$ cat src/pba_pkg.sv
// pba_pkg: shared constants, control struct and arctangent table for the
// point bearing angle pipeline. No dependencies.
package pba_pkg;

  localparam int ScaleBits = 24;
  localparam int ZW        = 37;
  localparam int AtanFrac  = 32;
  localparam int MaxSteps  = 24;
  localparam int BearingW  = 16;

  localparam logic [ZW-1:0] PiQ32    = 37'd13493037705;
  localparam logic [ZW-1:0] TwoPiQ32 = 37'd26986075409;

  typedef struct packed {
    logic valid;
    logic zero;
  } ctl_t;

  // atan(2^-idx) in radians, 32 fraction bits
  function automatic logic [ZW-1:0] atan_q32(input int unsigned idx);
    logic [ZW-1:0] a;
    case (idx)
      0:  a = 37'd3373259426;
      1:  a = 37'd1991351318;
      2:  a = 37'd1052175346;
      3:  a = 37'd534100635;
      4:  a = 37'd268086748;
      5:  a = 37'd134174063;
      6:  a = 37'd67103403;
      7:  a = 37'd33553749;
      8:  a = 37'd16777131;
      9:  a = 37'd8388597;
      10: a = 37'd4194303;
      11: a = 37'd2097152;
      12: a = 37'd1048576;
      13: a = 37'd524288;
      14: a = 37'd262144;
      15: a = 37'd131072;
      16: a = 37'd65536;
      17: a = 37'd32768;
      18: a = 37'd16384;
      19: a = 37'd8192;
      20: a = 37'd4096;
      21: a = 37'd2048;
      22: a = 37'd1024;
      23: a = 37'd512;
      default: a = '0;
    endcase
    return a;
  endfunction

endpackage

$ cat src/pba_prep.sv
// pba_prep: two front stages, coordinate difference then half-plane
// pre-rotation and scaling into the CORDIC working format. Uses pba_pkg.
module pba_prep #(
  parameter int CW = 16,
  parameter int W  = 44
) (
  input  logic                       clk_i,
  input  logic                       rst_ni,
  input  logic [1:0]                 en_i,
  input  logic                       valid_i,
  input  logic signed [CW-1:0]       first_x_i,
  input  logic signed [CW-1:0]       first_y_i,
  input  logic signed [CW-1:0]       second_x_i,
  input  logic signed [CW-1:0]       second_y_i,
  output logic [1:0]                 vld_o,
  output pba_pkg::ctl_t              ctl_o,
  output logic signed [W-1:0]        x_o,
  output logic signed [W-1:0]        y_o,
  output logic signed [pba_pkg::ZW-1:0] z_o
);

  logic signed [CW:0]   dx_d, dy_d, dx_q, dy_q;
  logic                 zero1_d, zero1_q, v1_q;
  logic signed [CW+1:0] ax, ay;
  logic                 neg;
  logic signed [W-1:0]  x_d, y_d, x_q, y_q;
  logic signed [pba_pkg::ZW-1:0] z_d, z_q;
  logic                 zero2_q, v2_q;

  always_comb begin
    dx_d    = {first_x_i[CW-1], first_x_i} - {second_x_i[CW-1], second_x_i};
    dy_d    = {first_y_i[CW-1], first_y_i} - {second_y_i[CW-1], second_y_i};
    zero1_d = (dx_d == '0) && (dy_d == '0);
  end

  always_comb begin
    neg = dx_q[CW];
    ax  = neg ? -((CW+2)'(dx_q)) : (CW+2)'(dx_q);
    ay  = neg ? -((CW+2)'(dy_q)) : (CW+2)'(dy_q);
    x_d = W'(ax) <<< pba_pkg::ScaleBits;
    y_d = W'(ay) <<< pba_pkg::ScaleBits;
    z_d = neg ? pba_pkg::PiQ32 : '0;
  end

  always_ff @(posedge clk_i or negedge rst_ni) begin
    if (!rst_ni) begin
      v1_q <= 1'b0;
      v2_q <= 1'b0;
    end else begin
      if (en_i[0]) v1_q <= valid_i;
      if (en_i[1]) v2_q <= v1_q;
    end
  end

  always_ff @(posedge clk_i) begin
    if (en_i[0] && valid_i) begin
      dx_q    <= dx_d;
      dy_q    <= dy_d;
      zero1_q <= zero1_d;
    end
    if (en_i[1] && v1_q) begin
      x_q     <= x_d;
      y_q     <= y_d;
      z_q     <= z_d;
      zero2_q <= zero1_q;
    end
  end

  assign vld_o = {v2_q, v1_q};
  assign ctl_o = '{valid: v2_q, zero: zero2_q};
  assign x_o   = x_q;
  assign y_o   = y_q;
  assign z_o   = z_q;

endmodule

$ cat config.mk
export PLATFORM = sky130hd
export DESIGN_NAME = pba_prep
export DESIGN_NICKNAME = d
export VERILOG_FILES = /design/src/pba_pkg.sv /design/src/pba_prep.sv
export SDC_FILE = /design/constraint.sdc
export NUM_CORES = 1
export LEC_CHECK = 0
export ABC_AREA = 1
export BUFFER_PORTS_ARGS = -buffer_cell sky130_fd_sc_hd__buf_2
export CAP_MARGIN = 5
export CORE_MARGIN = 2
export CORE_UTILIZATION = 50
export CTS_CLUSTER_DIAMETER = 150
export DETAILED_ROUTE_END_ITERATION = 8
export GPL_TIMING_DRIVEN = 0
export PLACE_DENSITY_LB_ADDON = 0.08
export REMOVE_ABC_BUFFERS = 1
export SLEW_MARGIN = 20
export SYNTH_ARGS = -nofsm -noshare
export SYNTH_HDL_FRONTEND = slang
export SYNTH_SLANG_ARGS = --single-unit
$ cat constraint.sdc
create_clock -name clk_i -period 2 [get_ports clk_i]
set_input_delay 0.2 -clock clk_i [delete_from_list [all_inputs] [get_ports clk_i]]
set_output_delay 0.2 -clock clk_i [all_outputs]
set_load 0.005 [all_outputs]
==> results.cfg <==
[worst_setup_path]
crit_arrival_ns = 2.06
worst_setup_path_end_kind = flop
required_ns = 2.07
start_kind = flop
crit_type = flop to flop
reg2reg_depth = 9
crit_path_max_fanout = 3

[clock_tree]
cts_buffers = 9
cts_buffer_depth = 2
clkLatencyLatePin_ns = 0.32
cts-root-buf = clkbuf_16
clkSinkCount = 75
path_clk_slew_ns = 0.05
cts_max_level = 3
cts_tree = done

[floorplanning]
die_h_um = 114
rows = 40
coreArea_um2 = 11900
die_area_um2 = 13000
die_w_um = 114
ios = 198
initial_core_util_pct = 50.7

[placed_design]
placed_cells = 1011
gp_congestion = 0.791
post-place-ws_ns = -0.283
dp_hpwl_um = 9380
numPortBuffers = 129

[timing]
finalCritPeriodShare_pct = 99.8
max_slew_margin_pct = 48.2
rsz0062_at_grt = true
final-hold-violation-count = 0
maxSlewViolCount = 0
fmax_mhz = 501
max_slew.worst_pin.slew_ns = 0.776
worst_slack_ns = 0.00377
holdWs_ns = 0.0820
clock_skew_ns = 0.00384
period_minus_slack_ns = 2.00
setup_viol = 0

[cells_and_area]
nets = 990
diodes = 0
final_common_cell = nand2_1
syn_to_final_growth_pct = 14.1
final_cell_mix = nand2_1, inv_1, buf_2, edfxtp_1, conb_1
layout.cells.non_filler = 1037
drive_gt1_share_pct = 27.3

[yosys]
yosysUniqueCellTypes = 39
synth_seq_area_share_pct = 37.1
avgSynthCellArea_um2 = 7.93
synth_area_um2 = 6040
synth_top_cell_by_area = edfxtp_1
yosysWarnings = 0
synth_cells = 762
ys_top_cells_by_area = edfxtp_1, buf_4, nand2_1, inv_1, ha_1
yosysTopAreaCellShare_pct = 36.3
synth-seq-cells = 75

[routing]
wl_per_cell_um = 11.0
via_per_inst = 4.48
final_antenna_net_count = 0
drt_iter0_drc = 213
via_count = 4650
routed_wl_um = 11400
drc = 0
first_pass_iters = 4

[job]
maxCapViolCount = 0

[grt]
gr-total-overflow = 0
grt_first_pass_wirelength_um = 18000
first_global_vias = 4071
grt_max_degree = 39
grt_usage_pct = 17.2
grt_antenna_before_repair = 0

[hold_path]
hold_class = primary input to flop
whs_path_depth = 2

[power_and_ir_drop]
p_leak_nw = 3.64
power.density_nw_per_um2 = 670
ir_worst_vdd_v = 0.000420

[run_status]
status = complete, no violations
==> power breakdown <==
group	leakage [nW]	switching [mW]	internal (mW)	total, mW
Sequential	0.705	0.0871	1.94	2.03
Combinational	2.81	0.770	0.486	1.26
Clock	0.123	0.523	0.818	1.34
Total	3.64	1.38	3.24	4.62
==> worst max-delay path, stage by stage, from the launching register on <==
cell      delay (ns)
edfxtp_1        0.42
inv_1           0.09
ha_2            0.17
inv_2           0.05
nor3_4          0.20
nor3b_4         0.25
nand2_2         0.10
nor2_4          0.18
a31oi_4         0.11
xor2_1          0.18
==> through the flow <==
stage | util (%) | TNS, ns | cell area, um2 | power [mW]
floorplan | - | 0 | 5600 | 2.87
global route | 57.9 | -0.418 | 6900 | 4.93
finish | 57.9 | 0 | 6900 | 4.62
detailed placement | 53.9 | -0.316 | 6420 | 3.24
CTS | 56.1 | 0 | 6690 | 4.59
global placement | 53.9 | -0.277 | 6420 | 3.22
==> sequential cells by signal, summed over array words and instances, names as in the netlist <==
signal,flops
x_o,18
v2_q,1
dy_q,17
y_o,18
v1_q,1
z_o,1
zero2_q,1
dx_q,17
zero1_q,1
==> repair_timing <==
action                     CTS  global route
setup buffers                0             9
setup endpoints to repair    0            11
hold endpoints to repair     2             0
hold buffers                 1             0
resized for setup            0            38
==> cells by family after synthesis <==
family	synth area share [%]
compound gates	3.98
xor+xnor	5.07
fa+ha+maj	7.70
buf+inv	21.3
flops	37.1
other cells	0.0621
simple gates	24.8
==> worst paths after layout <==
kind	start	to	slack (ns)
worst min-delay path	en_i[0]	v1_q	0.08
min in group asynchronous	rst_ni	v1_q	0.19
worst min register to register	zero1_q	zero2_q	0.44
max in group asynchronous	rst_ni	v2_q	1.72
worst max-delay path	dy_q[0]	y_o[38]	0.004
worst max register to register	dy_q[0]	y_o[38]	0.004
==> per-layer routing <==
metal / track usage [%] / vias up / routed length (um)
met5: 0 / - / 0
met4: 6.34 / 0 / 161
met3: 2.18 / 12 / 710
met2: 27.0 / 170 / 5010
met1: 24.3 / 2001 / 5490
li1: - / 2467 / -
==> synthesized netlist by cell type <==
master    instances
a21oi_2           3
inv_2            14
fa_1              2
nand4_1           5
ha_1             34
o21ai_0           6
nand2_4           1
a21oi_4           1
clkbuf_1          1
xnor2_1          12
o21a_1            1
nand2_1         170
buf_4            92
nor2_4            1
nand2_2          25
or2_0             1
inv_1           142
nor3b_2           1
o31ai_1           3
conb_1            1
a21oi_1          20
edfxtp_1         73
nor2_2            3
nor2_1           50
nand3_2           5
nor4_2            1
nand3_1          38
nor4_1            2
dfrtp_1           2
nor3_2            6
xor2_1           23
o21bai_1          2
or2_1             1
nor3_1            5
a31oi_1           2
buf_1             2
or2_2             1
nand3b_1          8
o21ai_1           2
==> area by class of cell <==
| class | count | area, um2 |
|---|---|---|
| Clock inverter | 5 | 20.0 |
| Timing Repair Buffer | 139 | 723 |
| Tap cell | 147 | 184 |
| Fill cell | 1101 | 5020 |
| Sequential cell | 75 | 2240 |
| Inverter | 156 | 586 |
| Clock buffer | 11 | 233 |
| Multi-Input combinational cell | 504 | 2910 |
(Power assumes the default switching activity.)
