`src/pba_pkg.sv`:
```
// pba_pkg: shared constants, control struct and arctangent table for the
// point bearing angle pipeline. No dependencies.
package pba_pkg;

  localparam int ScaleBits = 24;
  localparam int ZW        = 37;
  localparam int AtanFrac  = 32;
  localparam int MaxSteps  = 24;
  localparam int BearingW  = 16;

  localparam logic [ZW-1:0] PiQ32    = 37'd13493037705;
  localparam logic [ZW-1:0] TwoPiQ32 = 37'd26986075409;

  typedef struct packed {
    logic valid;
    logic zero;
  } ctl_t;

  // atan(2^-idx) in radians, 32 fraction bits
  function automatic logic [ZW-1:0] atan_q32(input int unsigned idx);
    logic [ZW-1:0] a;
    case (idx)
      0:  a = 37'd3373259426;
      1:  a = 37'd1991351318;
      2:  a = 37'd1052175346;
      3:  a = 37'd534100635;
      4:  a = 37'd268086748;
      5:  a = 37'd134174063;
      6:  a = 37'd67103403;
      7:  a = 37'd33553749;
      8:  a = 37'd16777131;
      9:  a = 37'd8388597;
      10: a = 37'd4194303;
      11: a = 37'd2097152;
      12: a = 37'd1048576;
      13: a = 37'd524288;
      14: a = 37'd262144;
      15: a = 37'd131072;
      16: a = 37'd65536;
      17: a = 37'd32768;
      18: a = 37'd16384;
      19: a = 37'd8192;
      20: a = 37'd4096;
      21: a = 37'd2048;
      22: a = 37'd1024;
      23: a = 37'd512;
      default: a = '0;
    endcase
    return a;
  endfunction

endpackage

```
`src/pba_round.sv`:
```
// pba_round: three back stages, wrap of negative angles, rounding to the
// output fraction width, and full-turn wrap. Uses pba_pkg.
module pba_round #(
  parameter int AF = 13
) (
  input  logic                          clk_i,
  input  logic                          rst_ni,
  input  logic [2:0]                    en_i,
  input  pba_pkg::ctl_t                 ctl_i,
  input  logic signed [pba_pkg::ZW-1:0] z_i,
  output logic [2:0]                    vld_o,
  output logic [pba_pkg::BearingW-1:0]  bearing_o
);

  localparam int Sh = pba_pkg::AtanFrac - AF;
  localparam int Rw = pba_pkg::ZW - Sh;
  localparam int Ow = (Rw > pba_pkg::BearingW) ? Rw : pba_pkg::BearingW;
  localparam logic [pba_pkg::ZW-1:0] Half  = pba_pkg::ZW'(1) << (Sh - 1);
  localparam logic [pba_pkg::ZW-1:0] FullW = (pba_pkg::TwoPiQ32 + Half) >> Sh;
  localparam logic [Rw-1:0]          Full  = FullW[Rw-1:0];

  logic [pba_pkg::ZW-1:0]       zp_d, zp_q, sum;
  logic [Rw-1:0]                r_d, r_q, rf;
  logic [Ow-1:0]                wide;
  logic [pba_pkg::BearingW-1:0] b_d, b_q;
  logic                         v1_q, v2_q, v3_q, zero1_q, zero2_q;

  always_comb begin
    zp_d = z_i[pba_pkg::ZW-1] ? (pba_pkg::ZW'(z_i) + pba_pkg::TwoPiQ32)
                              : pba_pkg::ZW'(z_i);
    sum  = zp_q + Half;
    r_d  = Rw'(sum >> Sh);
    rf   = (r_q >= Full) ? (r_q - Full) : r_q;
    wide = Ow'(rf);
    b_d  = zero2_q ? '0 : wide[pba_pkg::BearingW-1:0];
  end

  always_ff @(posedge clk_i or negedge rst_ni) begin
    if (!rst_ni) begin
      v1_q <= 1'b0;
      v2_q <= 1'b0;
      v3_q <= 1'b0;
    end else begin
      if (en_i[0]) v1_q <= ctl_i.valid;
      if (en_i[1]) v2_q <= v1_q;
      if (en_i[2]) v3_q <= v2_q;
    end
  end

  always_ff @(posedge clk_i) begin
    if (en_i[0] && ctl_i.valid) begin
      zp_q    <= zp_d;
      zero1_q <= ctl_i.zero;
    end
    if (en_i[1] && v1_q) begin
      r_q     <= r_d;
      zero2_q <= zero1_q;
    end
    if (en_i[2] && v2_q) begin
      b_q <= b_d;
    end
  end

  assign vld_o     = {v3_q, v2_q, v1_q};
  assign bearing_o = b_q;

`ifndef SYNTH
  // wrapped angle lies in [0, 2*pi)
  a_wrap_range: assert property (@(posedge clk_i) disable iff (!rst_ni)
    v1_q |-> (zp_q < pba_pkg::TwoPiQ32)) else $error("angle wrap out of range");
`endif

endmodule

```
`config.mk`:
```
export PLATFORM = sky130hd
export DESIGN_NAME = pba_round
export DESIGN_NICKNAME = d
export VERILOG_FILES = /design/src/pba_pkg.sv /design/src/pba_round.sv
export SDC_FILE = /design/constraint.sdc
export NUM_CORES = 1
export LEC_CHECK = 0
export BUFFER_PORTS_ARGS = -buffer_cell sky130_fd_sc_hd__buf_4
export CORE_MARGIN = 2
export CORE_UTILIZATION = 50
export CTS_BUF_LIST = sky130_fd_sc_hd__clkbuf_4 sky130_fd_sc_hd__clkbuf_8 sky130_fd_sc_hd__clkbuf_16
export DETAILED_ROUTE_END_ITERATION = 10
export GPL_TIMING_DRIVEN = 0
export HOLD_SLACK_MARGIN = 0.08
export PLACE_DENSITY = 0.77
export SYNTH_ARGS = -nofsm -noshare
export SYNTH_HDL_FRONTEND = slang
export SYNTH_SLANG_ARGS = --single-unit
```
`constraint.sdc`:
```
create_clock -name clk_i -period 2.05 [get_ports clk_i]
set_input_delay 0.41 -clock clk_i [delete_from_list [all_inputs] [get_ports clk_i]]
set_output_delay 0.41 -clock clk_i [all_outputs]
set_load 0.01 [all_outputs]
```
==> results.yml <==
layout:
  layout.nets: 399
  final_util_pct: 68.2
  final_cell_mix: "buf_4, edfxtp_1, xnor2_1, nand2_1"
  final_area_um2: 4090
  drive_gt1_share_pct: 34.2
  final_common_cell: "buf_4"
  insertedDiodeCount: 0
  areaGrowthSynthToFinish_pct: 31.0
run_status:
  violations: "negative setup slack"
  status: "complete, but fails checks"
clocking:
  numCtsBuffers: 9
  cts_num_sinks: 58
  insertion_delay_ns: 0.33
  tritoncts: "yes"
  cts.clk_slew.worst_paths_ns: 0.06
  ctsHtreeMaxLevel: 3
  cts_root_buf: "clkbuf_8"
  cts_buffer_depth: 2
yosys:
  ys_seq_area_share_pct: 55.3
  yosysUniqueCellTypes: 55
  synthCells: 270
  ys_warn_count: 0
  synth_fp_nets: 317
  syn_avg_cell_area_um2: 11.6
  synth_flop_cell: "edfxtp_1"
  syn-cell-area_um2: 3120
  synth_edf_count: 55
  synth-seq-cells: 58
  synthArstFlopShare_pct: 5.17
timing:
  setup_ws_ns: -0.0603
  finalCriticalPeriod_ns: 2.11
  skew_ns: 0.00796
  setup_violations: 11
  fmax_mhz: 474
  slew_headroom_pct: 44.3
  finalHoldViolations: 0
  grt_setup_unrepaired: "true"
  slew_violations: 0
  fin_crit_sh_pct: 103
  tightest_slew_ns: 0.835
die:
  die_w_um: 83
  io_pins: 63
  fp-row-count: 28
  initial_core_util_pct: 52.1
  die_area_um2: 6890
  design.core.area_um2: 5990
  die_y_um: 83
worst_setup_path:
  critPathMaxStageDelay_ns: 0.48
  r2r_start: "r_q[4]"
  slowest_stage: "or4_4"
  worstPathCellList: "inv_2 -> ha_4 -> nor3b_4 -> o211a_4 -> o211a_4 -> or4_4 -> a21oi_2"
  cpMostUsedCell: "o211a_4"
  worstSetupStartpoint: "r_q[4]"
  critPathCaptureType: "register"
  cp.required_ns: 2.22
  cp-start-kind: "register"
  path_max_fanout: 6
  crit_type: "reg2reg"
  cp.arrival_ns: 2.28
worst_hold_path:
  hp-start: "ctl_i[0]"
  hold_path_class: "in2reg"
detailed_routing:
  drtAntennaViolNets: 0
  vias: 2400
  first_pass_iters: 4
  drc_errors: 0
  vias_per_cell: 5.56
  finalWirelength_um: 6200
  drt-initial-drc-count: 86
  wire_per_inst_um: 14.4
power:
  power.density_nw_per_um2: 693
  power.total_w: 0.00283
  ir_drop_mv: 0.415
  leakagePower_nw: 1.53
run:
  cap_violations: 0
global_routing:
  antenna_found_initial: 0
  grt_pass1_vias: 2316
  overflow: 0
  grt_pass1_wl_um: 9940
  grt_usage_pct: 17.8
  grt_max_degree: 21
place:
  port_buffers: 61
  postPlaceCellArea_um2: 3670
  gp_congestion: 0.892
  hpwl_um: 4160
-- critical path, delay by kind of cell, from the launching register on --
kind	cells	cell delay, ns
simple gates	2	0.64
compound gates	3	0.70
buf+inv	1	0.08
fa+ha+maj	1	0.17
flops	1	0.37
-- layout make-up --
cell class                      instances  area [um2]
Buffer                                  8        65.1
Clock buffer                           11         139
Timing Repair Buffer                   71         571
Clock inverter                          5        21.3
Tap cell                               75        93.8
Fill cell                             465        1900
Multi-Input combinational cell        190        1420
Inverter                               14        52.6
Sequential cell                        58        1730
-- kinds of logic after synthesis --
group	Yosys count	synth area share, %
buffers and inverters	22	3.33
AND/OR/NAND/NOR	99	18.3
XOR/XNOR	31	8.70
multiplexers	4	1.40
flip-flops	58	55.3
adder cells (fa/ha/maj)	3	1.20
AO/OA/AOI/OAI	53	11.7
-- flip-flops by register name, summed over array words and instances, names as in the netlist --
name	count
v1_q	1
zp_q	19
zero1_q	1
r_q	18
zero2_q	1
bearing_o	16
v3_q	1
v2_q	1
-- metal layers --
metal / wire (um) / vias up / global-route usage (%) / share of wire, %
met4: 116 / 0 / 10.3 / 1.9
li1: - / 1191 / - / -
met2: 3240 / 102 / 30.8 / 52
met3: 366 / 13 / 2.88 / 5.9
met5: 0 / - / 0 / 0
met1: 2470 / 1094 / 20.8 / 40
-- metrics by stage --
stage	setup TNS, ns	cells	setup slack [ns]	hold slack (ns)
3_3_place_gp	-1.91	406	-0.198	0.201
6_report	-0.510	432	-0.0603	0.258
2_1_floorplan	0	270	0.0113	0.114
4_1_cts	-0.00185	426	-0.00173	0.242
5_1_grt	-1.45	432	-0.167	0.240
3_5_place_dp	-3.08	406	-0.268	0.202
-- report_power, final --
part	internal [W]	total [W]	switching [W]	leakage (nW)
combinational	0.000248	0.000473	0.000225	0.889
clock	0.000449	0.000873	0.000425	0.0864
sequential	0.00142	0.00149	0.0000663	0.555
-- synthesized netlist by cell type (4+ instances only) --
| cell type | n | area share [%] |
|---|---|---|
| a21oi_1 | 13 | 2.1 |
| o21ai_0 | 7 | 1.1 |
| xnor2_1 | 19 | 5.3 |
| nand2_1 | 15 | 1.8 |
| nor3_1 | 7 | 1.1 |
| o21ai_1 | 5 | 0.80 |
| nor4_1 | 4 | 0.80 |
| a31oi_1 | 6 | 1.2 |
| nand4_1 | 9 | 1.8 |
| or3_1 | 9 | 1.8 |
| nor2_1 | 11 | 1.3 |
| edfxtp_1 | 55 | 53 |
| o31ai_1 | 4 | 0.96 |
| nand3_1 | 12 | 1.9 |
| inv_1 | 14 | 1.7 |
| xor2_1 | 12 | 3.4 |
| nor2b_1 | 8 | 1.6 |
-- path summary, 6_finish.rpt --
kind	cells past startpoint	slack [ns]	to
min in group asynchronous	2	0.41	v2_q
setup reg to reg	7	-0.06	bearing_o[13]
hold reg to reg	0	0.42	zero2_q
hold / removal	1	0.26	zero1_q
setup / recovery	7	-0.06	bearing_o[13]
max in group asynchronous	2	1.55	v3_q
-- what timing repair did --
action                     in CTS  in global routing
hold endpoints to repair        3                  0
resized for setup              16                 20
setup endpoints to repair      12                 12
hold buffers                    1                  0
cloned                          0                  2
buffers inserted                3                  4
pin swaps                       3                  6
Power figures use the tool's default switching activity.
