--- src/pba_pkg.sv ---
// pba_pkg: shared constants, control struct and arctangent table for the
// point bearing angle pipeline. No dependencies.
package pba_pkg;

  localparam int ScaleBits = 24;
  localparam int ZW        = 37;
  localparam int AtanFrac  = 32;
  localparam int MaxSteps  = 24;
  localparam int BearingW  = 16;

  localparam logic [ZW-1:0] PiQ32    = 37'd13493037705;
  localparam logic [ZW-1:0] TwoPiQ32 = 37'd26986075409;

  typedef struct packed {
    logic valid;
    logic zero;
  } ctl_t;

  // atan(2^-idx) in radians, 32 fraction bits
  function automatic logic [ZW-1:0] atan_q32(input int unsigned idx);
    logic [ZW-1:0] a;
    case (idx)
      0:  a = 37'd3373259426;
      1:  a = 37'd1991351318;
      2:  a = 37'd1052175346;
      3:  a = 37'd534100635;
      4:  a = 37'd268086748;
      5:  a = 37'd134174063;
      6:  a = 37'd67103403;
      7:  a = 37'd33553749;
      8:  a = 37'd16777131;
      9:  a = 37'd8388597;
      10: a = 37'd4194303;
      11: a = 37'd2097152;
      12: a = 37'd1048576;
      13: a = 37'd524288;
      14: a = 37'd262144;
      15: a = 37'd131072;
      16: a = 37'd65536;
      17: a = 37'd32768;
      18: a = 37'd16384;
      19: a = 37'd8192;
      20: a = 37'd4096;
      21: a = 37'd2048;
      22: a = 37'd1024;
      23: a = 37'd512;
      default: a = '0;
    endcase
    return a;
  endfunction

endpackage

--- src/pba_cordic_stage.sv ---
// pba_cordic_stage: one registered vectoring micro-rotation of the CORDIC
// chain. Uses pba_pkg for the angle format and arctangent table.
module pba_cordic_stage #(
  parameter int          W    = 44,
  parameter int unsigned Step = 0
) (
  input  logic                          clk_i,
  input  logic                          rst_ni,
  input  logic                          en_i,
  input  pba_pkg::ctl_t                 ctl_i,
  input  logic signed [W-1:0]           x_i,
  input  logic signed [W-1:0]           y_i,
  input  logic signed [pba_pkg::ZW-1:0] z_i,
  output pba_pkg::ctl_t                 ctl_o,
  output logic signed [W-1:0]           x_o,
  output logic signed [W-1:0]           y_o,
  output logic signed [pba_pkg::ZW-1:0] z_o
);

  localparam logic [pba_pkg::ZW-1:0] Atan = pba_pkg::atan_q32(Step);

  logic signed [W-1:0]           xs, ys, x_d, y_d, x_q, y_q;
  logic signed [pba_pkg::ZW-1:0] z_d, z_q;
  logic                          pos, v_q, zero_q;

  always_comb begin
    xs  = x_i >>> Step;
    ys  = y_i >>> Step;
    pos = !y_i[W-1];
    if (pos) begin
      x_d = x_i + ys;
      y_d = y_i - xs;
      z_d = z_i + $signed(Atan);
    end else begin
      x_d = x_i - ys;
      y_d = y_i + xs;
      z_d = z_i - $signed(Atan);
    end
  end

  always_ff @(posedge clk_i or negedge rst_ni) begin
    if (!rst_ni) begin
      v_q <= 1'b0;
    end else if (en_i) begin
      v_q <= ctl_i.valid;
    end
  end

  always_ff @(posedge clk_i) begin
    if (en_i && ctl_i.valid) begin
      x_q    <= x_d;
      y_q    <= y_d;
      z_q    <= z_d;
      zero_q <= ctl_i.zero;
    end
  end

  assign ctl_o = '{valid: v_q, zero: zero_q};
  assign x_o   = x_q;
  assign y_o   = y_q;
  assign z_o   = z_q;

`ifndef SYNTH
  // x starts in the right half plane and only grows
  a_x_nonneg: assert property (@(posedge clk_i) disable iff (!rst_ni)
    v_q |-> !x_q[W-1]) else $error("cordic x went negative");
`endif

endmodule

--- config.mk ---
export PLATFORM = sky130hd
export DESIGN_NAME = pba_cordic_stage
export DESIGN_NICKNAME = d
export VERILOG_FILES = /design/src/pba_pkg.sv /design/src/pba_cordic_stage.sv
export SDC_FILE = /design/constraint.sdc
export NUM_CORES = 1
export LEC_CHECK = 0
export BUFFER_PORTS_ARGS = -buffer_cell sky130_fd_sc_hd__buf_2
export CORE_AREA = 5 5 221 223
export CTS_BUF_LIST = sky130_fd_sc_hd__clkbuf_16
export CTS_CLUSTER_DIAMETER = 80
export CTS_CLUSTER_SIZE = 28
export DETAILED_ROUTE_END_ITERATION = 10
export DIE_AREA = 0 0 226 228
export PLACE_DENSITY_LB_ADDON = 0.08
export SYNTH_ARGS = -nofsm -noshare
export SYNTH_HDL_FRONTEND = slang
export SYNTH_SLANG_ARGS = --single-unit
--- constraint.sdc ---
create_clock -name clk_i -period 1.3 [get_ports clk_i]
set_input_delay 0.26 -clock clk_i [delete_from_list [all_inputs] [get_ports clk_i]]
set_output_delay 0.26 -clock clk_i [all_outputs]
set_load 0.05 [all_outputs]
==> results of run 1 <==
==> power breakdown <==
part,internal (uW),switching (uW)
Sequential,5180,238
Clock,2880,2290
Combinational,6380,7320
==> metrics by stage <==
stage	area (um2)	setup slack (ns)	util, %
after floorplan	14800	-1.77	-
after global placement	21200	-2.22	45.7
after detailed placement	21200	-2.33	45.7
after CTS	25200	-1.52	54.3
after global routing	26600	-1.62	57.5
final	26600	-1.55	57.5
==> flip-flops by register name (all words and copies together), names as in the netlist <==
name,flops
zero_q,1
y_o,43
x_o,44
v_q,1
z_o,37
==> cells by family after synthesis <==
family / Yosys count
DFF: 126
muxes: 24
xor gates and xnor gates: 110
adders and majority gates: 167
buffers and inverters: 217
and+or+nand+nor: 417
AOI/OAI and AO/OA: 616
==> cell usage in the layout (no fill, tap or decap), drive strengths merged, types with 6 or more instances in the layout <==
cell type     n
buf        1007
a21oi       224
ha          163
nor2        146
inv         142
edfxtp      125
o21ai       122
nand2       100
xnor2        93
a21o         59
o21bai       41
nor3         37
nand4        33
a211oi       28
nand3        27
mux2i        21
clkbuf       20
xor2         17
o31ai        15
o211ai       13
a31oi        13
o21a         12
a2111oi      12
clkinv       12
nor2b        11
or2          11
nand2b        9
a221oi        9
and2          8
nor4          8
o221ai        7
and3          6
or3           6
a31o          6
a311oi        6
a21boi        6
==> synth_stat cells (7+ instances only) <==
cell type,instances
nand3_1,27
o211ai_1,12
xnor2_1,93
nand4_1,33
o21bai_1,41
o221ai_1,7
inv_1,135
nand2_1,100
a211oi_1,28
or2_2,11
o31ai_1,15
o21a_1,11
xor2_1,17
nor2b_1,11
ha_1,163
a31oi_1,13
nor3_1,37
nor2_1,146
a2111oi_0,10
nor4_1,8
a221oi_1,9
clkbuf_1,49
clkinv_1,9
o21ai_0,121
edfxtp_1,125
a21o_1,59
mux2i_1,21
buf_1,15
a21oi_1,224
nand2b_1,9
and2_1,8
==> cell type report <==
class                           count  area (um2)  share of cell area, %
Clock inverter                     15         175                  0.658
Sequential cell                   126        3780                   14.2
Timing Repair Buffer             1015        8670                   32.5
Inverter                          145         641                   2.40
Antenna cell                        2        5.00                 0.0188
Clock buffer                       17         425                   1.60
Tap cell                          607         759                   2.85
Multi-Input combinational cell   1334       12200                   45.7
==> worst max-delay path, cell delays in order <==
cell and delay, ns:
buf_12 0.11, inv_12 0.04, ha_4 0.18, or4_4 0.54, or3_4 0.37, or3b_4 0.41, nor2_2 0.11, o21a_2 0.19
o21ai_4 0.11, a2111oi_4 0.36, buf_4 0.20, nor3_4 0.03, o21ba_2 0.18
==> how the worst min path moves through the flow <==
| stage | start | end | slack (ns) |
|---|---|---|---|
| after floorplan | rst_ni | v_q$_DFFE_PN0P_ | -0.04 |
| after global placement | rst_ni | v_q$_DFFE_PN0P_ | 0.03 |
| after detailed placement | rst_ni | v_q$_DFFE_PN0P_ | 0.03 |
| after CTS | rst_ni | v_q$_DFFE_PN0P_ | 0.02 |
| after global routing | rst_ni | v_q$_DFFE_PN0P_ | 0.06 |
| final | rst_ni | v_q$_DFFE_PN0P_ | 0.06 |
==> metal layers <==
layer	up-vias	track usage [%]	routed length, um
met2	426	41.5	32100
met1	7988	31.4	29000
met4	0	7.87	1790
met3	90	3.67	2620
li1	8058	-	-
met5	-	0	0
==> timing repair <==
| item | 4_1_cts | 5_1_grt |
|---|---|---|
| resized for setup | 689 | 229 |
| gates cloned | 0 | 3 |
| buffers inserted | 96 | 72 |
| pin swaps | 188 | 181 |
| endpoints found under the setup margin | 242 | 296 |
| hold endpoints to repair | 4 | 0 |
| hold buffers | 5 | 0 |
==> key figures, run 1 <==
STA
  – Fin crit period: 2.85 ns
  – # setup viols final: 225
  – Peak Freq: 351 MHz
  – Slew Limit Fails: 0
  – Rel. slew slack: 57.0%
  – Fin Setup TNS: -107.11 ns
  – Clock Skews: 0 ns
  – Hold slack: 0.0595 ns
  – Endpoints failing hold: 0
  – Tcrit/Tclk final: 219%
  – Slew @ Worst Pin: 0.628 ns
  – Final setup margin: -1.55 ns
  – RSZ-0062 raised after global routing: yes

Yosys
  – Largest family of logic cells by synthesized area: compound AO/OA/AOI/OAI gates
  – Simple-gate area share of the yosys netlist: 14.1%
  – Synth area leader: edfxtp_1
  – XOR/XNOR Fraction of Synth Area: 6.99%
  – Synth warn: 0
  – Largest cells by area after synthesis: edfxtp_1, ha_1, a21oi_1, xnor2_1, o21ai_0
  – Synth Area in Adders: 15.4%
  – Mux cell area share after synthesis: 1.77%
  – Synth Area in Compound Gates: 28.3%
  – Sequential area share after synthesis: 27.4%
  – Post-synthesis register bit count: 126
  – Fraction of registers with async set/reset: 0.794%
  – Gate count after technology mapping: 1677
  – Most used flip-flop cell after synthesis: edfxtp_1
  – EDFF count, synth: 125
  – Syn avg cell area: 8.22 um2
  – Mapped Nets: 1974
  – Synth cell types: 72
  – Share of Yosys cell area claimed by the top area cell type: 27.2%
  – Cell area after synthesis: 13800 um2

Routing
  – Drc violations: 0
  – DRT iter0 DRCs: 933
  – Final WL: 65500 um
  – Vias: 16600
  – DRT Pass-1 Iters: 7
  – Vias per cell: 5.08
  – Drt wl/cell: 20.1 um
  – Final ANT Viol Nets: 0

Setup path
  – Crit start category: input pin
  – R2r setup slk: 0.54 ns
  – CP Capture Type: flip-flop
  – WP data required: 1.56 ns
  – CP Class: input pin to flip-flop
  – Critical Path Start: x_i[18]
  – Worst path arrival time: 3.11 ns
  – R2r startpoint: v_q$_DFFE_PN0P_
  – Critical Path End: y_o[43]$_DFFE_PP_
  – Reg2reg path depth: 1
  – Reg-to-Reg End: v_q$_DFFE_PN0P_
  – Highest fanout seen on the critical path: 3

Place
  – DP HPWL: 50900 um
  – Post-placement cell count: 3097
  – Final estimated routing congestion in global placement: 0.909
  – IO buf count: 256

Die
  – Starting Density: 29.7%
  – Core area: 46400 um2
  – Die area: 51500 um2
  – Die Span X: 226 um
  – Row cnt: 79
  – Io pins: 257
  – Die Y: 228 um

Clock network
  – CTS buffer count: 17
  – CTS root buf: clkbuf_16
  – Clk slew on worst S/H paths: 0.07 ns
  – Clock sinks: 126
  – CTS tree: done
  – Clock Latency Late Sink: 0.50 ns
  – Buffer levels on the longest clock path: 2
  – H-Tree Depth: 4

Cells and area
  – Share of cells above drive strength 1: 56.5%
  – Non-Filler Instances: 3261
  – Synth-to-Final Area Change: 93.3%
  – Final #Nets: 2936
  – # fillers: 4208

Flow run
  – Max cap viols: 0

Global routing
  – Initial antenna violation count: 2
  – Maximum number of pins on one net before global-route repair: 49
  – Vias in the first global route: 17200
  – Global-route wire length before repair: 97800 um
  – Gr ovfl total: 0
  – Total Routing Usage GR: 24.3%

Pwr
  – Pwr Total: 24300 uW
  – Power Density: 912 nW/um2
  – Maximum vdd drop: 0.836 mV
  – LEAKAGE: 0.0118 uW

Status
  – Failing checks: negative setup slack
  – Status: finished, violations left

Min path
  – Hold Path Class: input pin to async pin
Note: power is estimated with default switching activity, not from simulation.
==> run 2: changes to the inputs <==
Settings changed: CELL_PAD_IN_SITES_DETAIL_PLACEMENT set to 0, CELL_PAD_IN_SITES_GLOBAL_PLACEMENT set to 1, GPL_TIMING_DRIVEN set to 0.
==> key figures, run 2 (synthesized netlist as in run 1, its figures left out) <==
Clock network
  – Clock sinks: 126 (unchanged)
  – Clock Latency Late Sink: 0.48 ns (was 0.50 ns)
  – CTS tree: done (unchanged)
  – CTS root buf: clkbuf_16 (unchanged)
  – Buffer levels on the longest clock path: 2 (unchanged)
  – Clk slew on worst S/H paths: 0.06 ns (was 0.07 ns)
  – CTS buffer count: 17 (unchanged)
  – H-Tree Depth: 4 (unchanged)

Setup path
  – Cell Chain, Critical Path: buf_8 -> inv_4 -> ha_4 -> or4_4 -> or3_4 -> or3b_4 -> nor2_4 -> o21a_4 -> o21ai_4 -> a2111oi_4 -> buf_4 -> nor3_2 -> o21ba_2 (was buf_12 -> inv_12 -> ha_4 -> or4_4 -> or3_4 -> or3b_4 -> nor2_2 -> o21a_2 -> o21ai_4 -> a2111oi_4 -> buf_4 -> nor3_4 -> o21ba_2)
  – Worst path arrival time: 3.21 ns (was 3.11 ns)
  – Highest fanout seen on the critical path: 3 (unchanged)
  – CP Class: input pin to flip-flop (unchanged)
  – WP data required: 1.54 ns (was 1.56 ns)
  – Crit start category: input pin (unchanged)
  – Largest stage delay, worst path: 0.54 ns (about the same)
  – R2r startpoint: v_q$_DFFE_PN0P_ (unchanged)
  – Slowest CP cell: or4_4 (unchanged)
  – CP Capture Type: flip-flop (unchanged)
  – Critical Path Start: x_i[20] (was x_i[18])

Die
  – Starting Density: 29.7% (unchanged)
  – Io pins: 257 (unchanged)
  – Die Span X: 226 um (unchanged)
  – Core area: 46400 um2 (unchanged)
  – Die area: 51500 um2 (unchanged)
  – Die Y: 228 um (unchanged)
  – Row cnt: 79 (unchanged)

Min path
  – Hold Path Class: input pin to async pin (unchanged)

Routing
  – Vias per cell: 5.47 (was 5.08)
  – DRT iter0 DRCs: 1158 (was 933)
  – Drt wl/cell: 23.4 um (was 20.1 um)
  – Drc violations: 0 (unchanged)
  – Final WL: 64400 um (was 65500 um)
  – Final ANT Viol Nets: 0 (unchanged)
  – DRT Pass-1 Iters: 5 (was 7)
  – Vias: 15000 (was 16600)

STA
  – # setup viols final: 161 (was 225)
  – Fin crit period: 2.97 ns (was 2.85 ns)
  – Peak Freq: 337 MHz (was 351 MHz)
  – Endpoints failing hold: 0 (unchanged)
  – Rel. slew slack: 20.1% (was 57.0%)
  – Slew @ Worst Pin: 1.20 ns (was 0.628 ns)
  – Clock Skews: 0 ns (unchanged)
  – Fin Setup TNS: -109.70 ns (was -107.11 ns)
  – Slew Limit Fails: 0 (unchanged)
  – Tcrit/Tclk final: 228% (was 219%)
  – RSZ-0062 raised after global routing: yes (unchanged)
  – Final setup margin: -1.67 ns (was -1.55 ns)

Global routing
  – Maximum number of pins on one net before global-route repair: 70 (was 49)
  – Initial antenna violation count: 1 (was 2)
  – Total Routing Usage GR: 23.9% (was 24.3%)
  – Global-route wire length before repair: 94100 um (was 97800 um)
  – Vias in the first global route: 15100 (was 17200)
  – Gr ovfl total: 0 (unchanged)

Place
  – Post-placement cell count: 2541 (was 3097)
  – Final estimated routing congestion in global placement: 0.931 (was 0.909)
  – DP Area: 16900 um2 (was 21200 um2)
  – DP HPWL: 48300 um (was 50900 um)
  – IO buf count: 256 (unchanged)

Pwr
  – LEAKAGE: 0.00926 uW (was 0.0118 uW)
  – Maximum vdd drop: 0.913 mV (was 0.836 mV)
  – Power Density: 977 nW/um2 (was 912 nW/um2)
  – Pwr Total: 22100 uW (was 24300 uW)

Cells and area
  – Synth-to-Final Area Change: 64.2% (was 93.3%)
  – Max reg flops: 44 (unchanged)
  – Non-Filler Instances: 2751 (was 3261)
  – Most common cell after layout, fill and taps aside: buf_6 (was buf_4)
  – Final #Nets: 2427 (was 2936)
  – Commonest non-fill, non-tap cells in the layout: buf_6, a21oi_1, nor2_1, edfxtp_1, buf_4 (was buf_4, buf_6, nor2_1)
  – Post-Layout Inst Area: 22600 um2 (was 26600 um2)
  – Share of cells above drive strength 1: 45.3% (was 56.5%)

Status
  – Status: finished, violations left (unchanged)
  – Failing checks: negative setup slack (unchanged)

Flow run
  – Max cap viols: 0 (unchanged)
-- run 2: stage by stage --
| stage | util, % | hold WS [ns] | setup slack (ns) |
|---|---|---|---|
| after floorplan | - | -0.0356 | -1.77 |
| after detailed placement | 36.5 | 0.0390 | -3.28 |
| after global routing | 48.8 | 0.0678 | -1.73 |
| final | 48.8 | 0.0748 | -1.67 |
| after global placement | 36.4 | 0.0349 | -3.26 |
| after CTS | 44.8 | 0.00117 | -1.62 |
-- run 2: report_power, final --
group          switching (uW)  leakage, uW  total, uW  internal [uW]
Sequential                212      0.00118       5400           5180
Combinational            6990      0.00779      11800           4860
Clock                    2070     0.000286       4870           2800
Total                    9270      0.00926      22100          12800
-- run 2: per-layer routing --
metal / vias up / wire [um] / GRT usage [%]
met5: - / 0 / 0
met4: 0 / 1710 / 7.74
met3: 105 / 3420 / 4.17
met2: 497 / 30600 / 39.2
met1: 7409 / 28700 / 32.0
li1: 7032 / - / -
-- run 2: cell type report --
cell class / instances / area (um2)
Antenna cell: 1 / 2.50
Buffer: 61 / 628
Clock buffer: 17 / 425
Clock inverter: 15 / 148
Fill cell: 4417 / 23700
Inverter: 145 / 656
Multi-Input combinational cell: 1335 / 12100
Sequential cell: 126 / 3780
Tap cell: 607 / 759
Timing Repair Buffer: 444 / 4110
-- run 2: worst paths after layout --
path | depth (start not counted) | to | slack [ns]
worst max-delay path | 13 | y_o[43]$_DFFE_PP_ | -1.67
worst min register to register | 1 | v_q$_DFFE_PN0P_ | 0.56
max in group asynchronous | 2 | v_q$_DFFE_PN0P_ | 1.14
worst min-delay path | 2 | v_q$_DFFE_PN0P_ | 0.07
min in group clk_i | 2 | z_o[1]$_DFFE_PP_ | 0.09
worst max register to register | 1 | v_q$_DFFE_PN0P_ | 0.53
-- run 2: repair_timing --
action,CTS,global route
hold endpoints to repair,4,0
hold buffers,4,0
cloned,3,1
setup buffers,136,58
endpoints found under the setup margin,269,310
pin swaps,179,152
resized for setup,523,532
-- run 2: critical path: cells and delay by family --
kind,cells,cell delay (ns)
buf+inv,3,0.32
compound gates,4,0.92
simple gates,5,1.51
fa+ha+maj,1,0.19
